==> src/rtl/core/scdf_pkg.sv <==
package scdf_pkg;

   localparam int unsigned FRAME_BYTES = 34;
   localparam int unsigned ADDR_W      = 6;
   localparam int unsigned PAY_BYTES   = 27;
   localparam int unsigned CSR_IDX_W   = 3;

   localparam logic [ADDR_W-1:0] HDR_FILL   = 6'd5;
   localparam logic [ADDR_W-1:0] FRAME_FILL = 6'd34;
   localparam logic [ADDR_W-1:0] HDR_LAST   = 6'd3;
   localparam logic [ADDR_W-1:0] CRC_FIRST  = 6'd2;
   localparam logic [ADDR_W-1:0] CRC_LAST   = 6'd31;
   localparam logic [ADDR_W-1:0] CRC_RX_LO  = 6'd32;
   localparam logic [ADDR_W-1:0] PAY_FIRST  = 6'd5;

   localparam logic [15:0] CRC_INIT = 16'hFFFF;
   localparam logic [15:0] CRC_POLY = 16'h1021;

   localparam logic [1:0] EV_GOOD = 2'd0;
   localparam logic [1:0] EV_HDR  = 2'd1;
   localparam logic [1:0] EV_CRC  = 2'd2;

   localparam logic [CSR_IDX_W-1:0] CSR_SYNC_FIRST  = 3'd0;
   localparam logic [CSR_IDX_W-1:0] CSR_SYNC_SECOND = 3'd1;
   localparam logic [CSR_IDX_W-1:0] CSR_EXP_VERSION = 3'd2;
   localparam logic [CSR_IDX_W-1:0] CSR_EXP_TYPE    = 3'd3;
   localparam logic [CSR_IDX_W-1:0] CSR_EXP_LENGTH  = 3'd4;

   typedef enum logic [2:0] {
      ST_IDLE,
      ST_HDR,
      ST_CRC,
      ST_SCAN,
      ST_MOVE,
      ST_EMIT
   } state_type;

   function automatic logic [15:0] crc_byte(input logic [15:0] crc, input logic [7:0] d);
      logic [15:0] c;
      c = crc ^ {d, 8'h00};
      for (int b = 0; b < 8; b++) begin
         if (c[15]) begin
            c = {c[14:0], 1'b0} ^ CRC_POLY;
         end else begin
            c = {c[14:0], 1'b0};
         end
      end
      return c;
   endfunction

endpackage

==> src/rtl/core/sync_crc_frame_deframer_core.sv <==
// Sync-word framed deframer with CRC-16/CCITT-FALSE check.
// req_: one link byte per request (valid/ready). rsp_: one event per good
// frame, header error or CRC mismatch; error events carry zero fields.
// csr_: write-only registers (sync pair, expected version/type/length),
// to be written only while the block is idle.
// A byte that completes neither the header nor the frame leaves the block
// idle and ready for the next byte. The fifth byte starts a header check,
// reading bytes 0-3 back from the frame RAM. The 34th byte starts the CRC
// pass, one RAM read and one CRC byte step per cycle. An error adds a resync
// scan and a move of the kept bytes, all bound by the single RAM read port.
// Results sit in an output register; bytes keep being taken while a result
// waits, but a new result holds the block until the old one is taken.
// Reset empties the frame buffer (fill count zero), clears the csr_ registers and
// drops any pending result; RAM contents are not cleared.
module sync_crc_frame_deframer_core
   import scdf_pkg::*;
(
   input  logic                 clock,
   input  logic                 reset,
   input  logic                 req_valid,
   output logic                 req_ready,
   input  logic [7:0]           req_in_byte,
   output logic                 rsp_valid,
   input  logic                 rsp_ready,
   output logic [1:0]           rsp_event_res,
   output logic [15:0]          rsp_sequence_number,
   output logic [31:0]          rsp_stamp_ms,
   output logic [7:0]           rsp_detector_number,
   output logic [7:0]           rsp_tracking_state,
   output logic [15:0]          rsp_target_kind,
   output logic [31:0]          rsp_center_xy,
   output logic [31:0]          rsp_error_xy,
   output logic [31:0]          rsp_box_size,
   output logic [15:0]          rsp_confidence,
   output logic [15:0]          rsp_range_mm,
   output logic [7:0]           rsp_frame_flags,
   input  logic                 csr_we,
   input  logic [CSR_IDX_W-1:0] csr_index,
   input  logic [7:0]           csr_wdata
);

   logic [7:0] sync_first_ff, sync_second_ff, exp_ver_ff, exp_type_ff, exp_len_ff;

   state_type             state_ff, state_in;
   logic [ADDR_W-1:0]     fill_ff, fill_in;
   logic [ADDR_W-1:0]     cnt_ff, cnt_in;
   logic [ADDR_W-1:0]     da_ff, da_in;
   logic                  dv_ff, dv_in;
   logic [ADDR_W-1:0]     p_ff, p_in;
   logic                  ok_ff, ok_in;
   logic [7:0]            last_ff, last_in;
   logic [7:0]            prev_ff, prev_in;
   logic [7:0]            rxlo_ff, rxlo_in;
   logic [15:0]           crc_ff, crc_in;
   logic [PAY_BYTES*8-1:0] pay_ff, pay_in;
   logic [1:0]            ev_ff, ev_in;
   logic                  rsp_valid_ff, rsp_valid_in;
   logic [1:0]            rsp_ev_ff, rsp_ev_in;
   logic [PAY_BYTES*8-1:0] rsp_pay_ff, rsp_pay_in;

   logic              wr_en;
   logic [ADDR_W-1:0] wr_addr, rd_addr, end_addr;
   logic [7:0]        wr_data, rd_data;
   logic              accept, issue, leave;

   scdf_ram #(
      .WIDTH (8),
      .DEPTH (FRAME_BYTES),
      .AW    (ADDR_W)
   ) u_frame_ram (
      .clock   (clock),
      .wr_en   (wr_en),
      .wr_addr (wr_addr),
      .wr_data (wr_data),
      .rd_addr (rd_addr),
      .rd_data (rd_data)
   );

   assign req_ready = (state_ff == ST_IDLE);
   assign accept    = req_valid && req_ready;
   assign rd_addr   = cnt_ff;

   always_ff @(posedge clock) begin
      if (reset) begin
         sync_first_ff  <= '0;
         sync_second_ff <= '0;
         exp_ver_ff     <= '0;
         exp_type_ff    <= '0;
         exp_len_ff     <= '0;
      end else if (csr_we) begin
         unique case (csr_index)
            CSR_SYNC_FIRST:  sync_first_ff  <= csr_wdata;
            CSR_SYNC_SECOND: sync_second_ff <= csr_wdata;
            CSR_EXP_VERSION: exp_ver_ff     <= csr_wdata;
            CSR_EXP_TYPE:    exp_type_ff    <= csr_wdata;
            CSR_EXP_LENGTH:  exp_len_ff     <= csr_wdata;
            default: ;
         endcase
      end
   end

   always_ff @(posedge clock) begin
      if (reset) begin
         state_ff     <= ST_IDLE;
         fill_ff      <= '0;
         dv_ff        <= 1'b0;
         rsp_valid_ff <= 1'b0;
      end else begin
         state_ff     <= state_in;
         fill_ff      <= fill_in;
         dv_ff        <= dv_in;
         rsp_valid_ff <= rsp_valid_in;
      end
      cnt_ff     <= cnt_in;
      da_ff      <= da_in;
      p_ff       <= p_in;
      ok_ff      <= ok_in;
      last_ff    <= last_in;
      prev_ff    <= prev_in;
      rxlo_ff    <= rxlo_in;
      crc_ff     <= crc_in;
      pay_ff     <= pay_in;
      ev_ff      <= ev_in;
      rsp_ev_ff  <= rsp_ev_in;
      rsp_pay_ff <= rsp_pay_in;
   end

   always_comb begin
      state_in     = state_ff;
      fill_in      = fill_ff;
      cnt_in       = cnt_ff;
      da_in        = cnt_ff;
      p_in         = p_ff;
      ok_in        = ok_ff;
      last_in      = last_ff;
      prev_in      = prev_ff;
      rxlo_in      = rxlo_ff;
      crc_in       = crc_ff;
      pay_in       = pay_ff;
      ev_in        = ev_ff;
      rsp_ev_in    = rsp_ev_ff;
      rsp_pay_in   = rsp_pay_ff;
      rsp_valid_in = rsp_valid_ff && !rsp_ready;
      wr_en        = 1'b0;
      wr_addr      = fill_ff;
      wr_data      = req_in_byte;
      leave        = 1'b0;

      unique case (state_ff)
         ST_HDR:  end_addr = HDR_LAST;
         ST_CRC:  end_addr = CRC_RX_LO;
         default: end_addr = fill_ff - 6'd1;
      endcase
      issue = (state_ff == ST_HDR || state_ff == ST_CRC || state_ff == ST_SCAN ||
               state_ff == ST_MOVE) && (cnt_ff <= end_addr);

      unique case (state_ff)
         ST_IDLE: begin
            if (accept) begin
               if (fill_ff == 6'd0) begin
                  if (req_in_byte == sync_first_ff) begin
                     wr_en   = 1'b1;
                     fill_in = 6'd1;
                  end
               end else if (fill_ff == 6'd1) begin
                  if (req_in_byte == sync_second_ff) begin
                     wr_en   = 1'b1;
                     fill_in = 6'd2;
                  end else if (req_in_byte != sync_first_ff) begin
                     fill_in = 6'd0;
                  end
               end else begin
                  wr_en   = 1'b1;
                  fill_in = fill_ff + 6'd1;
                  last_in = req_in_byte;
                  if (fill_in == HDR_FILL) begin
                     state_in = ST_HDR;
                     cnt_in   = '0;
                     ok_in    = (req_in_byte == exp_len_ff);
                  end else if (fill_in == FRAME_FILL) begin
                     state_in = ST_CRC;
                     cnt_in   = CRC_FIRST;
                     crc_in   = CRC_INIT;
                  end
               end
            end
         end
         ST_HDR: begin
            if (dv_ff) begin
               unique case (da_ff[1:0])
                  2'd0:    ok_in = ok_ff && (rd_data == sync_first_ff);
                  2'd1:    ok_in = ok_ff && (rd_data == sync_second_ff);
                  2'd2:    ok_in = ok_ff && (rd_data == exp_ver_ff);
                  default: ok_in = ok_ff && (rd_data == exp_type_ff);
               endcase
               if (da_ff == HDR_LAST) begin
                  leave = 1'b1;
                  if (ok_in) begin
                     state_in = ST_IDLE;
                  end else begin
                     state_in = ST_SCAN;
                     ev_in    = EV_HDR;
                     cnt_in   = 6'd1;
                  end
               end
            end
         end
         ST_CRC: begin
            if (dv_ff) begin
               if (da_ff <= CRC_LAST) begin
                  crc_in = crc_byte(crc_ff, rd_data);
               end
               if (da_ff >= PAY_FIRST && da_ff <= CRC_LAST) begin
                  pay_in = {rd_data, pay_ff[PAY_BYTES*8-1:8]};
               end
               if (da_ff == CRC_RX_LO) begin
                  leave = 1'b1;
                  if ({last_ff, rd_data} == crc_ff) begin
                     state_in = ST_EMIT;
                     ev_in    = EV_GOOD;
                     fill_in  = '0;
                  end else begin
                     state_in = ST_SCAN;
                     ev_in    = EV_CRC;
                     cnt_in   = 6'd1;
                  end
               end
            end
         end
         ST_SCAN: begin
            if (dv_ff) begin
               prev_in = rd_data;
               if (da_ff >= 6'd2 && prev_ff == sync_first_ff && rd_data == sync_second_ff) begin
                  leave    = 1'b1;
                  state_in = ST_MOVE;
                  p_in     = da_ff - 6'd1;
                  cnt_in   = da_ff - 6'd1;
               end else if (da_ff == end_addr) begin
                  leave    = 1'b1;
                  state_in = ST_EMIT;
                  if (rd_data == sync_first_ff) begin
                     wr_en   = 1'b1;
                     wr_addr = '0;
                     wr_data = sync_first_ff;
                     fill_in = 6'd1;
                  end else begin
                     fill_in = '0;
                  end
               end
            end
         end
         ST_MOVE: begin
            if (dv_ff) begin
               wr_en   = 1'b1;
               wr_addr = da_ff - p_ff;
               wr_data = rd_data;
               if (da_ff == end_addr) begin
                  leave    = 1'b1;
                  state_in = ST_EMIT;
                  fill_in  = fill_ff - p_ff;
               end
            end
         end
         ST_EMIT: begin
            if (!rsp_valid_ff || rsp_ready) begin
               state_in     = ST_IDLE;
               rsp_valid_in = 1'b1;
               rsp_ev_in    = ev_ff;
               rsp_pay_in   = (ev_ff == EV_GOOD) ? pay_ff : '0;
            end
         end
         default: state_in = ST_IDLE;
      endcase

      dv_in = issue && !leave;
      if (issue && !leave) begin
         cnt_in = cnt_ff + 6'd1;
      end
   end

   assign rsp_valid           = rsp_valid_ff;
   assign rsp_event_res       = rsp_ev_ff;
   assign rsp_sequence_number = rsp_pay_ff[15:0];
   assign rsp_stamp_ms        = rsp_pay_ff[47:16];
   assign rsp_detector_number = rsp_pay_ff[55:48];
   assign rsp_tracking_state  = rsp_pay_ff[63:56];
   assign rsp_target_kind     = rsp_pay_ff[79:64];
   assign rsp_center_xy       = rsp_pay_ff[111:80];
   assign rsp_error_xy        = rsp_pay_ff[143:112];
   assign rsp_box_size        = rsp_pay_ff[175:144];
   assign rsp_confidence      = rsp_pay_ff[191:176];
   assign rsp_range_mm        = rsp_pay_ff[207:192];
   assign rsp_frame_flags     = rsp_pay_ff[215:208];

endmodule

==> src/rtl/core/scdf_ram.sv <==
module scdf_ram #(
   parameter int unsigned WIDTH = 8,
   parameter int unsigned DEPTH = 34,
   parameter int unsigned AW    = 6
) (
   input  logic             clock,
   input  logic             wr_en,
   input  logic [AW-1:0]    wr_addr,
   input  logic [WIDTH-1:0] wr_data,
   input  logic [AW-1:0]    rd_addr,
   output logic [WIDTH-1:0] rd_data
);

   logic [WIDTH-1:0] mem_ff [DEPTH];
   logic [WIDTH-1:0] rd_data_ff;

   always_ff @(posedge clock) begin
      if (wr_en) begin
         mem_ff[wr_addr] <= wr_data;
      end
      rd_data_ff <= mem_ff[rd_addr];
   end

   assign rd_data = rd_data_ff;

endmodule
==> config.mk <==
export PLATFORM = sky130hd
export DESIGN_NAME = sync_crc_frame_deframer_core
export DESIGN_NICKNAME = d
export VERILOG_FILES = /design/src/rtl/core/scdf_pkg.sv /design/src/rtl/core/sync_crc_frame_deframer_core.sv /design/src/rtl/core/scdf_ram.sv
export SDC_FILE = /design/constraint.sdc
export NUM_CORES = 1
export LEC_CHECK = 0
export ABC_AREA = 0
export BUFFER_PORTS_ARGS = -buffer_cell sky130_fd_sc_hd__clkbuf_2
export CORE_MARGIN = 3
export CORE_UTILIZATION = 34
export DETAILED_ROUTE_END_ITERATION = 10
export PLACE_DENSITY_LB_ADDON = 0.2
export RECOVER_POWER = 100
export SYNTH_ARGS = -nofsm -noshare
export SYNTH_HDL_FRONTEND = slang
export SYNTH_SLANG_ARGS = --single-unit
==> constraint.sdc <==
create_clock -name clock -period 24.2 [get_ports clock]
set_clock_uncertainty 0.05 [all_clocks]
set_input_delay 1.21 -clock clock [delete_from_list [all_inputs] [get_ports clock]]
set_output_delay 1.21 -clock clock [all_outputs]
set_load 0.05 [all_outputs]
# [After elaboration in Yosys (flattened, before gate mapping)]
# Memory sizes are Yosys's and may differ from the RTL's. A register that Yosys moved wholly into a read port is not among the register bits.
# Cells that the tools add are included.
# W data, S select, Z words.
[word_totals] register_bits=538 mem_bits_rw=272 wordCells=285 mem_count=1
[classes] n_addsub=6 order_cmp=4 n_eq_ne=61 mux=138 bitwise_logic=11 n_reduce_logical=44
[memory_table] name="u_frame_ram.mem_ff" depth=34 width=8 read_ports=1 rd_ports_with_merged_regs=1 write_ports=1 line_no="scdf_ram.sv:14" text="logic [WIDTH-1:0] mem_ff [DEPTH];"
[op_table] operator="$mux W16" n=28
[op_table] operator="$mux W6" n=33
[op_table] operator="$mux W13" n=8
[op_table] operator="$eq A8 B8 Y1" n=8
[op_table] operator="$pmux W6 S4" n=2
[op_table] operator="$mux W3" n=15
[op_table] operator="$mux W8" n=5
[op_table] operator="$pmux W16 S2" n=1
[op_table] operator="$mux W1" n=30
[op_table] operator="$not A3 Y3" n=8
[op_table] operator="$pmux W6 S2" n=2
[op_table] operator="$ne A3 B3 Y1 const B" n=7
[op_table] operator="$ne A2 B2 Y1 const B" n=10
[op_table] operator="$ne A2 B1 Y1 const B" n=9
[op_table] operator="$pmux W3 S6" n=1
[op_table] operator="$eq A16 B16 Y1" n=1
[op_table] operator="$pmux W8 S2" n=1
[op_table] operator="$xor A16 B16 Y16" n=1
[op_table] operator="$mux W2" n=7
[op_table] operator="$reduce_and A2 Y1" n=7
[op_table] operator="$reduce_and A13 Y1" n=1
[op_table] operator="$add A6 B1 Y6 const B" n=2
[op_table] operator="$eq A3 B2 Y1 const B" n=4
[op_table] operator="$eq A6 B6 Y1 const B" n=2
[op_table] operator="other kinds (39)" n=71

# [Depth between registers and ports, before layout]
# Gate-level depths: netlist of run 1.
[depth] word_depth=41 depth_mapped=14

# [Modules after synthesis]
# From an unflattened synthesis of run 1, not the netlist that was laid out.
[hier_totals] hier_cells=2061 area_unflattened_um2=32572.5
[modules_own_cells] mod="sync_crc_frame_deframer_core" n_inst=1 cells_each=1449 area_each_um2=21459.3
[modules_own_cells] mod="scdf_ram" n_inst=1 cells_each=612 area_each_um2=11113.2

# [Worst setup path before layout of run 1]
# Ideal clock, no wire load.
[synth_path] path_kind="flip-flop to flip-flop" start="register state_ff[1]" end="register pay_ff[0], enable pin" setup_time_ns=1.112 arrival_ns=16.707 t_required_ns=23.038 path_slack_ns=6.332 path_stages_with_launch=6 path_buffers=1 period_less_slack_ns=17.868 cell_sequence="dfxtp_1 > clkbuf_1 > inv_1 > nor3_1 > inv_1 > a211oi_1"
[synth_between] elab_chain_cells=2
[synth_lines] item="start: declaration" line_no="sync_crc_frame_deframer_core.sv:44" text="state_type state_ff, state_in;"
[synth_lines] item="start signal: assignment" line_no="sync_crc_frame_deframer_core.sv:109" text="state_ff <= state_in;"
[synth_lines] item="$eq A3 B2 Y1" line_no="sync_crc_frame_deframer_core.sv:157" text="unique case (state_ff)"
[synth_lines] item="$reduce_and A3 Y1 (no line)"
[synth_lines] item="end signal: assignment" line_no="sync_crc_frame_deframer_core.sv:122" text="pay_ff <= pay_in;"
[synth_lines] item="end: declaration" line_no="sync_crc_frame_deframer_core.sv:55" text="logic [PAY_BYTES*8-1:0] pay_ff, pay_in;"
# No other way between the ends.
# A chain may end at the register's enable or synchronous reset.

# [Worst setup path after layout of run 1]
[layout_path] start="register state_ff[1]" end="register pay_ff[98], enable pin"
# Same word-level chain as after synthesis.

==> impl_metrics.json, run 1 <==
{
  "end_kind": "flop",
  "drc": 0,
  "num_vias": 17298,
  "synth-compound-area-share_pct": 4.03,
  "r2r_end": "pay_ff[98]$_DFFE_PP_",
  "max_cap_viol_count": 30,
  "failed_checks": "max-capacitance violations, max-slew violations",
  "postRouteAntennaNets": 0,
  "synth_cell_types": 73,
  "cts_buffers": 91,
  "rows": 112,
  "drtIter0Drc": 1506,
  "hold_viol": 0,
  "reg2regPathDepth": 7,
  "r2r_slack_ns": 12.26,
  "ys_seq_area_share_pct": 74.4,
  "grt-ovfl-total": 0,
  "async_flop_share_pct": 0,
  "syn_area_um2": 32200,
  "ctsLongestPathBuffers": 3,
  "dp_hpwl_um": 52000,
  "clk_latency_ns": 0.65,
  "route.detailed.wl_per_inst_um": 22.4,
  "core_area_um2": 93600,
  "tns_ns": 0,
  "synthMuxAreaShare_pct": 6.36,
  "synth_top_flop_cell": "edfxtp_1",
  "ys_ff_latch": 818,
  "holdCritStartpoint": "pay_ff[159]$_DFFE_PP_",
  "worstPathMaxFanout": 156,
  "synthCells": 1935,
  "grt.total_usage_pct": 15.8,
  "fin_nets": 2257,
  "ctsHoldBuffers": 0,
  "grt_pass1_vias": 17804,
  "worstPathRequired_ns": 24.14,
  "diodes": 0,
  "die_w_um": 314,
  "setup_viol": 0,
  "fmax_mhz": 83.8,
  "rsz0062_at_grt": "false",
  "synth.avg_cell_area_um2": 16.6,
  "die_h_um": 314,
  "rr_startpoint": "state_ff[1]$_SDFFE_PP0P_",
  "port-buffer-count": 243,
  "clock-sinks": 818,
  "areaGrowthSynthToFinish_pct": 16.5,
  "via_per_inst": 4.89,
  "path_class": "reg -> reg",
  "min_period_ns": 11.94,
  "synth_nets": 1985,
  "tightest_slew_ns": 8.50,
  "cts_tree": "done",
  "cts_root_buf": "clkbuf_16",
  "finalCritPeriodShare_pct": 49.3,
  "io-pin-count": 244,
  "startpoint_type": "flop",
  "holdCritPathClass": "reg -> reg",
  "initial_core_util_pct": 34.4,
  "dp_cells": 3368,
  "place_congestion": 0.870,
  "synth_top_family_by_area": "simple AND/OR/NAND/NOR gates",
  "clk_pin_slew_ns": 0.06,
  "irDropWorstVdd_mv": 0.0476,
  "synth_warnings": 0,
  "status": "complete, but fails checks",
  "grt_max_degree": 157,
  "cellPowerDensity_nw_per_um2": 86.3,
  "synthXorXnorAreaFrac_pct": 3.24,
  "post_cts_buffers": 0,
  "dp_slack_ns": 19.23,
  "drt-pass1-iter-count": 5,
  "max_slew_margin_pct": -467,
  "finalMaxSlewViolations": 1227,
  "setup_ws_ns": 12.26,
  "hold_path_end": "pay_ff[151]$_DFFE_PP_",
  "drive_above_1_share_pct": 11.2,
  "grt_pass1_wl_um": 117000,
  "antenna_found_initial": 1,
  "synth-adder-area-share_pct": 1.06,
  "drt-total-wl_um": 79100,
  "timing.hold.ws_ns": 0.386,
  "leakage_nw": 11.8,
  "synth-simple-area-share_pct": 9.36,
  "n_fill_cell": 8749,
  "h-tree-depth": 3,
  "synth_edf_count": 753,
  "die-area_um2": 98300,
  "ctsResizeCount": 0,
  "worstPathArrival_ns": 11.87,
  "post-route-util_pct": 40.0,
  "fin_cells": 3536,
  "hold_path_depth": 0
}
flip-flops by register name, indices dropped and copies added (netlist names), 8 cells and up:
name / cells
u_frame_ram.mem_ff: 272
pay_ff: 216
rsp_pay_ff: 216
crc_ff: 16
exp_len_ff: 8
exp_type_ff: 8
exp_ver_ff: 8
last_ff: 8
prev_ff: 8
sync_first_ff: 8
sync_second_ff: 8
u_frame_ram.rd_data: 8
metal layers:
metal	track usage (%)	vias up	share of wire, %
met5	0	-	0
met4	5.11	0	2.5
met3	3.11	111	6.0
met2	27.1	541	50
met1	20.2	8783	41
li1	-	7863	-
synth_stat cells, types with 3 or more instances:
cell type  instances  area share (%)
o22a_1             4            0.11
nand2_1          134             1.6
xor2_1            62             1.7
nand3_1           19            0.30
nor4_2             4            0.16
nand4_1           17            0.33
o21ai_0           18            0.28
buf_1             13            0.15
o22ai_1            4           0.078
nor2_1            40            0.47
dfxtp_1           65             4.0
a22o_1             8            0.22
o31ai_1            8            0.19
edfxtp_1         753              70
a211o_1            5            0.14
nand2b_1          11            0.21
a21o_1            10            0.23
mux2i_1           22            0.68
xnor2_1           57             1.6
nor2b_1           12            0.23
a211oi_1          18            0.42
clkbuf_1          82            0.96
buf_6              3            0.11
or3_1              5           0.097
nor3_1            35            0.54
mux4_2            80             5.6
and3_1             5           0.097
and4_1             4            0.11
ha_1              24            0.93
o21a_1             5            0.12
inv_1             25            0.29
or2_2              5           0.097
a21oi_1           69             1.1
nor4_1            27            0.53
o211ai_1           4           0.093
and2_1           224             4.4
buf_2              3           0.047
final cells by class:
| type | instances | area (µm²) | share of cell area, % |
|---|---|---|---|
| Sequential cell | 818 | 23900 | 63.8 |
| Multi-Input combinational cell | 989 | 7680 | 20.5 |
| Clock buffer | 120 | 2560 | 6.84 |
| Tap cell | 1254 | 1570 | 4.19 |
| Timing Repair Buffer | 282 | 1100 | 2.93 |
| Clock inverter | 48 | 562 | 1.50 |
| Inverter | 25 | 93.8 | 0.250 |
worst max-delay path: stages, from the launching register on:
cell and delay (ns):
dfxtp_1 0.66, inv_1 0.20, nor3_1 0.18, clkbuf_1 0.68, inv_1 0.35, a211oi_4 0.23, clkbuf_1 2.60, clkbuf_1 6.12
placed cells by master, fill, tap and decap left out, types with 6 or more instances in the layout:
master and instances:
edfxtp_1 753, bufinv_16 11, xor2_1 62, a21oi_1 70
nor2_1 40, and2_0 141, o31ai_1 9, mux2i_1 22
nand4_1 17, nand2_1 134, nand2b_1 11, inv_1 25
xnor2_1 57, clkinv_2 15, nor4_1 31, buf_4 6
a22o_1 8, nor2b_1 12, nor3_1 35, and2_1 83
clkbuf_2 14, a21o_1 10, ha_1 24, nand3_1 19
mux4_2 80, clkinv_1 11, o21ai_0 18, clkbuf_1 280
a211oi_1 17, dfxtp_1 65, clkbuf_16 97
how the worst max path moves through the flow:
| stage | startpoint | slack [ns] | cells past startpoint | to |
|---|---|---|---|---|
| 3_5_place_dp | state_ff[0]$_SDFFE_PP0P_ | 19.23 | 7 | u_frame_ram.mem_ff[16][0]$_DFFE_PP_ |
| 3_3_place_gp | state_ff[0]$_SDFFE_PP0P_ | 19.48 | 7 | u_frame_ram.mem_ff[16][0]$_DFFE_PP_ |
| 5_1_grt | state_ff[1]$_SDFFE_PP0P_ | 10.93 | 7 | pay_ff[138]$_DFFE_PP_ |
| 2_1_floorplan | state_ff[1]$_SDFFE_PP0P_ | 6.33 | 5 | pay_ff[0]$_DFFE_PP_ |
| 6_report | state_ff[1]$_SDFFE_PP0P_ | 12.26 | 7 | pay_ff[98]$_DFFE_PP_ |
| 4_1_cts | state_ff[0]$_SDFFE_PP0P_ | 19.25 | 7 | u_frame_ram.mem_ff[16][4]$_DFFE_PP_ |
cell families after synthesis:
family,Yosys count
buf+inv,128
compound gates,188
flops,818
xor+xnor,119
mux,104
simple gates,552
fa+ha+maj,26
power breakdown:
part	internal [mW]	switching (mW)	total, mW
Clock	0.866	0.560	1.43
Combinational	0.0849	0.152	0.237
Sequential	1.55	0.0188	1.57
metrics by stage:
step	area, µm²	power, mW
detailed placement	34900	1.84
global route	37500	3.36
global placement	34900	1.83
floorplan	32200	1.76
finish	37500	3.23
CTS	38000	3.28
Power figures use the tool's default switching activity.
==> inputs of run 2 (changes only) <==
Clock period 24.2 ns to 12.5 ns, I/O delays scaled along.
==> impl_metrics.json, run 2 (synthesis results as in run 1) <==
{
  "status": "complete, but fails checks",
  "failed_checks": "max-capacitance violations, max-slew violations",
  "drc": 0,
  "multi_input_area_um2": 7680,
  "cts_root_buf": "clkbuf_16",
  "grt_pass1_vias": 17556,
  "port-buffer-count": 243,
  "die_w_um": 314,
  "core_area_um2": 93600,
  "post_cts_buffers": 0,
  "worstPathMaxFanout": 66,
  "max_cap_viol_count": 25,
  "rows": 112,
  "max_slew_margin_pct": -187,
  "drive_above_1_share_pct": 11.0,
  "finalCritPeriodShare_pct": 63.7,
  "n_fill_cell": 8785,
  "largest_reg_flops": 272,
  "grt_pass1_wl_um": 114000,
  "clk_latency_ns": 0.65,
  "cell_internal_pwr_mw": 4.67,
  "initial_core_util_pct": 34.4,
  "critical_path.max_stage_delay_ns": 2.69,
  "grt.total_usage_pct": 15.5,
  "rsz0062_at_grt": "false",
  "grt_max_degree": 175,
  "die-area_um2": 98300,
  "final_cell_mix": "edfxtp_1, clkbuf_1, and2_0",
  "top_register": "u_frame_ram.mem_ff",
  "tightest_slew_ns": 4.31,
  "fin_nets": 2257,
  "postRouteAntennaNets": 0,
  "ff_latch_area_um2": 23900,
  "leakage_nw": 11.7,
  "route.detailed.wl_per_inst_um": 21.8,
  "pwr-share-seq_pct": 50.1,
  "num_vias": 17104,
  "hold_viol": 0,
  "drtIter0Drc": 1391,
  "place_congestion": 0.823,
  "dp_cells": 3371,
  "areaGrowthSynthToFinish_pct": 15.8,
  "finalMaxSlewViolations": 997,
  "cpMostUsedCell": "clkbuf_1",
  "fmax_mhz": 126,
  "clk_pin_slew_ns": 0.06,
  "worstPathArrival_ns": 8.12,
  "irDropWorstVdd_mv": 0.123,
  "min_period_ns": 7.97,
  "combPwrFrac_pct": 7.3,
  "grt-ovfl-total": 0,
  "p_total_mw": 6.07,
  "io-pin-count": 244,
  "timing.hold.ws_ns": 0.235,
  "drt-pass1-iter-count": 8,
  "drt-total-wl_um": 77100,
  "end_kind": "flop",
  "cts_buffers": 88,
  "ctsHoldBuffers": 0,
  "p_sw_share_pct": 23.1,
  "antenna_found_initial": 0,
  "clock-sinks": 818,
  "diodes": 0,
  "p_sw_mw": 1.40,
  "cellPowerDensity_nw_per_um2": 163,
  "final_cell_area_um2": 37300,
  "pwr-share-clk_pct": 42.6,
  "ctsLongestPathBuffers": 3,
  "fin_cells": 3534,
  "die_h_um": 314,
  "startpoint_type": "flop",
  "tns_ns": 0,
  "layout_commonest_cell": "edfxtp_1",
  "holdCritPathClass": "in -> reg",
  "cts_tree": "done",
  "cp_slowest_cell": "clkbuf_1",
  "crit_path_cell_trace": "inv_1, nor2_1, and3_1, clkbuf_1, clkbuf_1",
  "ctsResizeCount": 0,
  "reg.largest.list": "u_frame_ram.mem_ff (272), pay_ff (216), rsp_pay_ff (216)",
  "setup_viol": 0,
  "dp_hpwl_um": 51000,
  "worstPathRequired_ns": 12.65,
  "path_class": "reg -> reg",
  "placed_area_um2": 34900,
  "h-tree-depth": 3,
  "via_per_inst": 4.84
}
run 2: metal layers:
metal  vias up  track usage, %  part of all wire (%)
li1       7861               -                     -
met4         0            4.32                   2.6
met2       508            27.0                    51
met3       127            2.89                   5.2
met5         -               0                     0
met1      8608            19.8                    42
run 2: worst paths after layout:
path                                          startpoint                        endpoint  slack (ns)  depth (start not counted)
worst min-delay path                        csr_wdata[6]  sync_second_ff[6]$_SDFFE_PP0P_        0.24                          3
worst max-delay path            state_ff[2]$_SDFFE_PP0P_     rsp_pay_ff[1]$_SDFFCE_PP0P_        4.53                          5
worst min register to register     pay_ff[184]$_DFFE_PP_           pay_ff[176]$_DFFE_PP_        0.38                          0
worst max register to register  state_ff[2]$_SDFFE_PP0P_     rsp_pay_ff[1]$_SDFFCE_PP0P_        4.53                          5
run 2: critical path, delay by kind of cell (launching register included):
family / cells / cell delay (ns)
flip-flops: 1 / 0.75
AND/OR/NAND/NOR: 2 / 1.70
buffers and inverters: 3 / 4.93
run 2: final cells by class:
class	count	share of cell area, %
sequential	818	64.2
multi-input combinational	989	20.6
clock buffer	107	6.16
tap	1254	4.21
timing repair buffer	285	3.02
clock inverter	56	1.56
inverter	25	0.252
run 2: stage by stage:
stage | setup slack, ns | util (%)
3_5_place_dp | 7.13 | 37.3
4_1_cts | 7.06 | 40.3
6_report | 4.53 | 39.8
5_1_grt | 3.63 | 39.8
2_1_floorplan | 2.16 | -
3_3_place_gp | 7.35 | 37.3
run 2: power by group through the flow:
stage,Clock [mW],Combinational [mW],Sequential [mW]
3_5_place_dp,0,0.448,3.09
5_1_grt,2.77,0.485,3.04
3_3_place_gp,0,0.450,3.09
2_1_floorplan,0,0.335,3.07
4_1_cts,2.67,0.451,3.04
6_report,2.59,0.444,3.04
